<file path="config.mk">
export PLATFORM = sky130hd
export DESIGN_NAME = pir_front
export DESIGN_NICKNAME = d
export VERILOG_FILES = /design/src/hdl/pir_pkg.sv /design/src/hdl/pir_front.sv
export SDC_FILE = /design/constraint.sdc
export NUM_CORES = 2
export LEC_CHECK = 0
export ABC_AREA = 1
export BUFFER_PORTS_ARGS = -buffer_cell sky130_fd_sc_hd__buf_2
export CORE_ASPECT_RATIO = 0.7
export CORE_MARGIN = 2
export CORE_UTILIZATION = 45
export CTS_BUF_LIST = sky130_fd_sc_hd__clkbuf_4
export DETAILED_ROUTE_END_ITERATION = 8
export PLACE_DENSITY = 0.72
export RECOVER_POWER = 25
export SYNTH_ARGS = -nofsm -noshare
export SYNTH_HDL_FRONTEND = slang
export SYNTH_SLANG_ARGS = --single-unit
</file>
<file path="constraint.sdc">
create_clock -name clk_i -period 5.94 [get_ports clk_i]
set_input_delay 0.891 -clock clk_i [delete_from_list [all_inputs] [get_ports clk_i]]
set_output_delay 0.891 -clock clk_i [all_outputs]
set_load 0.02 [all_outputs]
</file>
<file path="src/hdl/pir_pkg.sv">
`default_nettype none

package pir_pkg;

  // Field and register widths fixed by the interface
  localparam int unsigned DataW        = 32;
  localparam int unsigned RadW         = 31;
  localparam int unsigned CfgAddrW     = 3;
  localparam int unsigned CoordBitsDef = 32;

  // Pipeline depth: front, products, squares, compare/output
  localparam int unsigned NumStages = 4;

  // Reset values of the region registers
  localparam logic [DataW-1:0] ExtReset = 32'd66;
  localparam logic [RadW-1:0]  RadReset = 31'd66;

  typedef enum logic [1:0] {
    SHAPE_BOX    = 2'd0,
    SHAPE_CYL    = 2'd1,
    SHAPE_SPHERE = 2'd2,
    SHAPE_NONE   = 2'd3
  } shape_e;

  typedef enum logic [CfgAddrW-1:0] {
    REG_SHAPE  = 3'd0,
    REG_ORG_X  = 3'd1,
    REG_ORG_Y  = 3'd2,
    REG_ORG_Z  = 3'd3,
    REG_EXT_X  = 3'd4,
    REG_EXT_Y  = 3'd5,
    REG_EXT_Z  = 3'd6,
    REG_RADIUS = 3'd7
  } reg_e;

  // Region configuration
  typedef struct packed {
    shape_e            shape;
    logic [DataW-1:0]  org_x;
    logic [DataW-1:0]  org_y;
    logic [DataW-1:0]  org_z;
    logic [DataW-1:0]  ext_x;
    logic [DataW-1:0]  ext_y;
    logic [DataW-1:0]  ext_z;
    logic [RadW-1:0]   radius;
  } cfg_t;

  // Decision bits carried down the pipe with each item
  typedef struct packed {
    logic base_ok;   // the shape's own span/radius tests pass
    logic rad_need;  // result also needs the squared-distance test
  } ctl_t;

  // Register load enables of the radial stages
  typedef struct packed {
    logic prod;
    logic sq;
    logic cmp;
  } stage_en_t;

  // Magnitude width of a radial operand: coordinate difference or radius
  function automatic int unsigned mag_w(int unsigned cw);
    return (cw + 1 > DataW) ? cw + 1 : DataW;
  endfunction

endpackage

`default_nettype wire

</file>
<file path="src/hdl/pir_front.sv">
`default_nettype none

module pir_front #(
  parameter int unsigned CoordBits = pir_pkg::CoordBitsDef
) (
  input  logic                                   clk_i,
  input  logic                                   en_i,
  input  logic                                   kind_i,
  input  logic [pir_pkg::DataW-1:0]              point_x_i,
  input  logic [pir_pkg::DataW-1:0]              point_y_i,
  input  logic [pir_pkg::DataW-1:0]              point_z_i,
  input  logic [pir_pkg::DataW-1:0]              reach_i,
  input  pir_pkg::cfg_t                          cfg_i,
  output pir_pkg::ctl_t                          ctl_o,
  output logic signed [CoordBits:0]              a1_o,
  output logic signed [CoordBits:0]              a2_o,
  output logic signed [CoordBits:0]              a3_o,
  output logic [pir_pkg::mag_w(CoordBits)-1:0]   rr_o
);
  import pir_pkg::*;

  localparam int unsigned CW    = CoordBits;
  localparam int unsigned MagW  = mag_w(CoordBits);
  localparam int unsigned RgW   = ((CW > DataW) ? CW : DataW) + 1;
  localparam int unsigned NumIn = 10;
  localparam int unsigned IPX = 0, IPY = 1, IPZ = 2, IRCH = 3;
  localparam int unsigned IOX = 4, IOY = 5, IOZ = 6;
  localparam int unsigned IEX = 7, IEY = 8, IEZ = 9;

  logic [DataW-1:0]     raw [NumIn];
  logic signed [CW-1:0] crd [NumIn];

  assign raw[IPX]  = point_x_i;
  assign raw[IPY]  = point_y_i;
  assign raw[IPZ]  = point_z_i;
  assign raw[IRCH] = reach_i;
  assign raw[IOX]  = cfg_i.org_x;
  assign raw[IOY]  = cfg_i.org_y;
  assign raw[IOZ]  = cfg_i.org_z;
  assign raw[IEX]  = cfg_i.ext_x;
  assign raw[IEY]  = cfg_i.ext_y;
  assign raw[IEZ]  = cfg_i.ext_z;

  // Read each 32-bit field as a two's complement coordinate of CW bits
  for (genvar i = 0; i < NumIn; i++) begin : g_coord
    if (CW <= DataW) begin : g_narrow
      assign crd[i] = signed'(raw[i][CW-1:0]);
    end else begin : g_wide
      assign crd[i] = signed'({{(CW-DataW){1'b0}}, raw[i]});
    end
  end

  // Open interval test: p + g > o and p - g < o + e
  function automatic logic span(logic signed [CW-1:0] p, logic signed [CW-1:0] o,
                                logic signed [CW-1:0] e, logic signed [CW-1:0] g);
    logic signed [CW:0] pe, oe, ee, ge;
    pe = {p[CW-1], p};
    oe = {o[CW-1], o};
    ee = {e[CW-1], e};
    ge = {g[CW-1], g};
    return ((pe + ge) > oe) && ((pe - ge) < (oe + ee));
  endfunction

  logic signed [CW-1:0] grow, zero_c;
  logic                 box_x, box_y, box_z, cyl_x, cyl_y, cyl_z;
  logic signed [CW:0]   dx, dy, dz;
  logic signed [RgW-1:0] r_ext, rg, rr_sel;
  ctl_t                 ctl_d;
  logic signed [CW:0]   a1_d, a2_d, a3_d;

  assign zero_c = '0;
  assign grow   = kind_i ? crd[IRCH] : zero_c;

  // Per-axis span tests, widened for the box and plain for the cylinder axis
  assign box_x = span(crd[IPX], crd[IOX], crd[IEX], grow);
  assign box_y = span(crd[IPY], crd[IOY], crd[IEY], grow);
  assign box_z = span(crd[IPZ], crd[IOZ], crd[IEZ], grow);
  assign cyl_x = span(crd[IPX], crd[IOX], crd[IEX], zero_c);
  assign cyl_y = span(crd[IPY], crd[IOY], crd[IEY], zero_c);
  assign cyl_z = span(crd[IPZ], crd[IOZ], crd[IEZ], zero_c);

  assign dx = {crd[IPX][CW-1], crd[IPX]} - {crd[IOX][CW-1], crd[IOX]};
  assign dy = {crd[IPY][CW-1], crd[IPY]} - {crd[IOY][CW-1], crd[IOY]};
  assign dz = {crd[IPZ][CW-1], crd[IPZ]} - {crd[IOZ][CW-1], crd[IOZ]};

  // Sphere radius grows by the reach; cylinder radius does not
  assign r_ext = signed'({{(RgW-RadW){1'b0}}, cfg_i.radius});
  assign rg    = r_ext + signed'({{(RgW-CW){grow[CW-1]}}, grow});

  // Shape decode: pick span result and radial operands
  always_comb begin
    ctl_d  = '0;
    a1_d   = dx;
    a2_d   = dy;
    a3_d   = '0;
    rr_sel = r_ext;
    unique case (cfg_i.shape)
      SHAPE_BOX: begin
        ctl_d.base_ok = box_x && box_y && box_z;
      end
      SHAPE_CYL: begin
        ctl_d.rad_need = 1'b1;
        priority if (crd[IEX] != zero_c) begin
          ctl_d.base_ok = cyl_x && (r_ext > 0);
          a1_d = dy;
          a2_d = dz;
        end else if (crd[IEY] != zero_c) begin
          ctl_d.base_ok = cyl_y && (r_ext > 0);
          a1_d = dx;
          a2_d = dz;
        end else if (crd[IEZ] != zero_c) begin
          ctl_d.base_ok = cyl_z && (r_ext > 0);
        end else begin
          ctl_d.base_ok = 1'b0;
        end
      end
      SHAPE_SPHERE: begin
        ctl_d.rad_need = 1'b1;
        ctl_d.base_ok  = rg > 0;
        a3_d   = dz;
        rr_sel = rg;
      end
      SHAPE_NONE: begin
        ctl_d.base_ok = 1'b0;
      end
      default: ctl_d = '0;
    endcase
  end

  // Stage 1 register
  always_ff @(posedge clk_i) begin
    if (en_i) begin
      ctl_o <= ctl_d;
      a1_o  <= a1_d;
      a2_o  <= a2_d;
      a3_o  <= a3_d;
      rr_o  <= rr_sel[MagW-1:0];
    end
  end

endmodule

`default_nettype wire

</file>
# Word level (Yosys, flattened, before mapping)
# Cells that the tools add are included.
dict set report classes {
  eq_ne 3
  add_sub_neg 13
  mux 12
  reduce_logical 16
  magnitude_cmp 14
}
# cell count
set ops {}
lappend ops {{$add 32x32->33} 7}
lappend ops {{$sub 32x32->33} 6}
lappend ops {{$mux 33} 5}
lappend ops {{$gt 33x32->1} 3}
lappend ops {{$lt 32x33->1} 3}
lappend ops {{$lt 33x33->1} 3}
lappend ops {{$gt 32x32->1} 3}
lappend ops {{$reduce_bool 32->1} 3}
lappend ops {{$gt 33x1->1 const B} 1}
lappend ops {{$mux 32} 1}
lappend ops {{$gt 31x1->1 const B} 1}
lappend ops {{$mux 31} 1}
lappend ops {{$logic_and 1x1->1} 11}
lappend ops {{$eq 2x2->1 const B} 2}
lappend ops {{$mux 1} 4}
lappend ops {{$pmux 1 s4} 1}
lappend ops {{$eq 2x1->1 const B} 1}
lappend ops {{$logic_not 2->1} 1}
lappend ops {{$reduce_or 2->1} 1}
dict set report totals {
  out_inout_bits 134
  word_cells 65
  input_bits 356
  reg_bits 134
}

# Logic depth before layout (Yosys ltp)
dict set report depth {
  ltp_word 8
  depth_mapped 36
  depth_no_buf 35
}

# Least setup slack after synthesis
# OpenSTA, ideal clock, no wires.
dict set report synth_timing {
  path_type {input-to-reg}
  from {input kind_i}
  to {register ctl_o[1] (netlist name), data pin}
  setup_ns 0.252
  path_buffers 1
  t_required_ns 5.688
  path_slack_ns 1.006
  stages 28
  t_arrival_ns 4.681
  cell_sequence {clkbuf_1 nand2_1 inv_1 fa_1 nand3_1 nand2_1 a21oi_1 o21ai_2 nand2_1 nand2_1 a21oi_2 o21ai_2 a21boi_2 o21ai_0 nand2_1 nand2_1 xor2_1 ha_1 nand2_1 or4_1 o41ai_1 nand2_1 o21ai_0 nor2_1 nand2_1 nor2_1 nand3_1 nand2_1}
}
# item line_no
set synth_rtl {}
lappend synth_rtl {{from (decl)} pir_front.sv:8} ;# input logic kind_i,
lappend synth_rtl {{to (signal assigned)} pir_front.sv:133} ;# ctl_o <= ctl_d;
lappend synth_rtl {{to (decl)} pir_front.sv:14} ;# output pir_pkg::ctl_t ctl_o,

==> results.md <==
- Status: finished with violations
- Failing checks: max-capacitance violations, max-slew violations
- Via count: 38017
- CTS tree: yes
- Number of synthesized flops with an enable pin: 134
- Area contributors post-synth: ha_1, edfxtp_1, nand2_1
- Max Cap Viol: 3
- CTS root buffer: clkbuf_4
- Top cells by count, synth: nand2_1, ha_1, inv_1, a21oi_1, nor2_1
- CORE AREA: 75400 um^2
- Tmin final: 5680 ps
- Die ar.: 78600 um^2
- RSZ-0062 raised after global routing: no
- Synth Instances: 5054
- Final Cycle Share: 0.956
- Startpoint Class: input pin
- Initial Util: 0.456
- Post-synth top area share: 0.258
- Avg WL per Cell: 23.0 um
- Routed wire length: 151000 um
- Post-DRT Antenna Nets: 0
- CTS resizes: 0
- CTS clock-pin slew for the worst setup and hold paths: 170 ps
- Worst Setup End Kind: flop
- Vert. Die Dim: 235 um
- Largest area contributor in the netlist: ha_1
- Most numerous cell in the Yosys netlist: nand2_1
- CP most frequent cell: nand2_1
- Post-Place Setup Slack: -322 ps
- HPWL after detailed placement: 134000 um
- Final instance area: 38700 um^2
- Maximum operating frequency: 176 MHz
- Final Max Tran Viols: 139
- Fin cells: 6576
- Final Setup Violations: 0
- Critical Path Fanout Max: 4
- Cts hold-fix bufs: 0
- Num CTS Buffers: 17
- Max stage delay cell, worst path: ha_1
- WS Path Type: input pin to flop
- Worst setup margin: 263 ps
- Number of global-route vias before repair: 34301
- Nets: 6642
- Dpl cells: 6533
- First-pass GRT wire length: 218000 um
- Share of cells above drive strength 1: 0.139
- CTS sink cnt: 134
- Synth warn: 0
- Synthesized area per cell: 6.80 um^2
- Setup Buffers After CTS: 0
- Die W: 334 um
- Top_reg_cell synth: edfxtp_1
- Routability congestion estimate: 1.08
- H-tree Lvls: 4
- Tightest Pin Transition: 3280 ps
- # DRC: 0
- Total I/O pin count: 490
- Largest net degree at the start of global routing: 57
- CP delay by family, top: simple AND/OR/NAND/NOR gates
- Worst vdd ir: 0.000163 V
- Crit. Startpoint: cfg_i[191]
- Post-Syn Nets: 6133
- Buffers on Ports: 489
- Area after DPL: 38400 um^2
- #FFs+latches synth: 134
- Via density: 5.78
- CP required: 6590 ps
- Cell Pwr Density: 186 nW/um^2
- Syn Std Cell Area: 34400 um^2
- Leak pwr: 20.1 nW
- Fill count: 7616
- Bufs and invs on worst path: 3
- Max incr delay on CP: 430 ps
- Synth cell types: 72
- Hold Violations, Final: 0
- Grt total ovfl: 0
- Seq/Total Area, Yosys: 0.117
- DRT iter0 DRCs: 4546
- Slew headroom: -1.18
- Crit path DAT: 6320 ps
- Initial antenna violation count: 11
- GRT Total Usage: 0.371
- Min-Delay Startpoint: cfg_i[20]
- Clock Path Buffers: 2
- Rows: 84
- Router iterations before antenna repair: 6
- Worst Hold Class: input pin to flop
- Async SR Flop Fraction: 0
- Area grow syn2layout: 12.7%
==> cell usage in the layout, fill, tap and decap left out, types with 37 or more instances in the layout <==
| master | n |
|---|---|
| nand2_1 | 972 |
| ha_1 | 710 |
| inv_1 | 685 |
| a21oi_1 | 560 |
| buf_2 | 487 |
| nor2_1 | 448 |
| xor2_1 | 267 |
| o21ai_0 | 209 |
| nand3_1 | 137 |
| edfxtp_1 | 134 |
| xnor2_1 | 96 |
| buf_4 | 88 |
| nor3_1 | 81 |
| nand4_1 | 75 |
| a31oi_1 | 67 |
| nor4_1 | 56 |
| o21ai_1 | 54 |
| o21a_1 | 37 |
==> cell families after synthesis <==
family / share of synthesized area
simple gates: 0.222
buf+inv: 0.0877
compound gates: 0.212
xor+xnor: 0.0930
fa+ha+maj: 0.266
flops: 0.117
mux: 0.00233
==> final cells by class <==
cell class / count / area, um^2 / share of cell area
Sequential cell: 134 / 4020 / 0.104
Timing Repair Buffer: 580 / 3130 / 0.0809
Multi-Input combinational cell: 4128 / 27400 / 0.706
Inverter: 702 / 2640 / 0.0680
Clock inverter: 14 / 196 / 0.00507
Tap cell: 989 / 1240 / 0.0319
Antenna cell: 11 / 27.5 / 0.000711
Clock buffer: 18 / 135 / 0.00349
==> where the power goes <==
group          internal (mW)  switching [mW]  total [mW]
sequential              1.20          0.0363        1.24
combinational           1.75            3.42        5.18
clock                  0.342           0.456       0.798
total                   3.30            3.92        7.21
==> metrics by stage <==
step	total power, mW	hold WS (ps)	TNS (ps)	utilization
2_1_floorplan	4.53	1000	0	-
3_3_place_gp	6.16	1220	-202	0.510
3_5_place_dp	6.23	1230	-322	0.510
4_1_cts	7.05	397	0	0.514
5_1_grt	7.73	464	0	0.514
6_report	7.21	493	0	0.514
==> flip-flops by register name, summed over array words and instances (netlist names) <==
signal / flops
a1_o: 33
a2_o: 33
a3_o: 33
rr_o: 33
ctl_o: 2
==> final timing paths <==
path                        endpoint  slack (ps)  cells past startpoint
hold / removal    rr_o[20]$_DFFE_PP_         490                      3
setup / recovery  ctl_o[1]$_DFFE_PP_         260                     32
==> per-layer routing <==
metal / global-route usage / wire [um] / part of all wire
met3: 0.140 / 22200 / 0.15
met1: 0.540 / 67700 / 0.45
met4: 0.107 / 4690 / 0.031
met2: 0.497 / 56800 / 0.37
met5: 0 / 29 / 0.00019
Note: power is estimated with default switching activity, not from simulation.
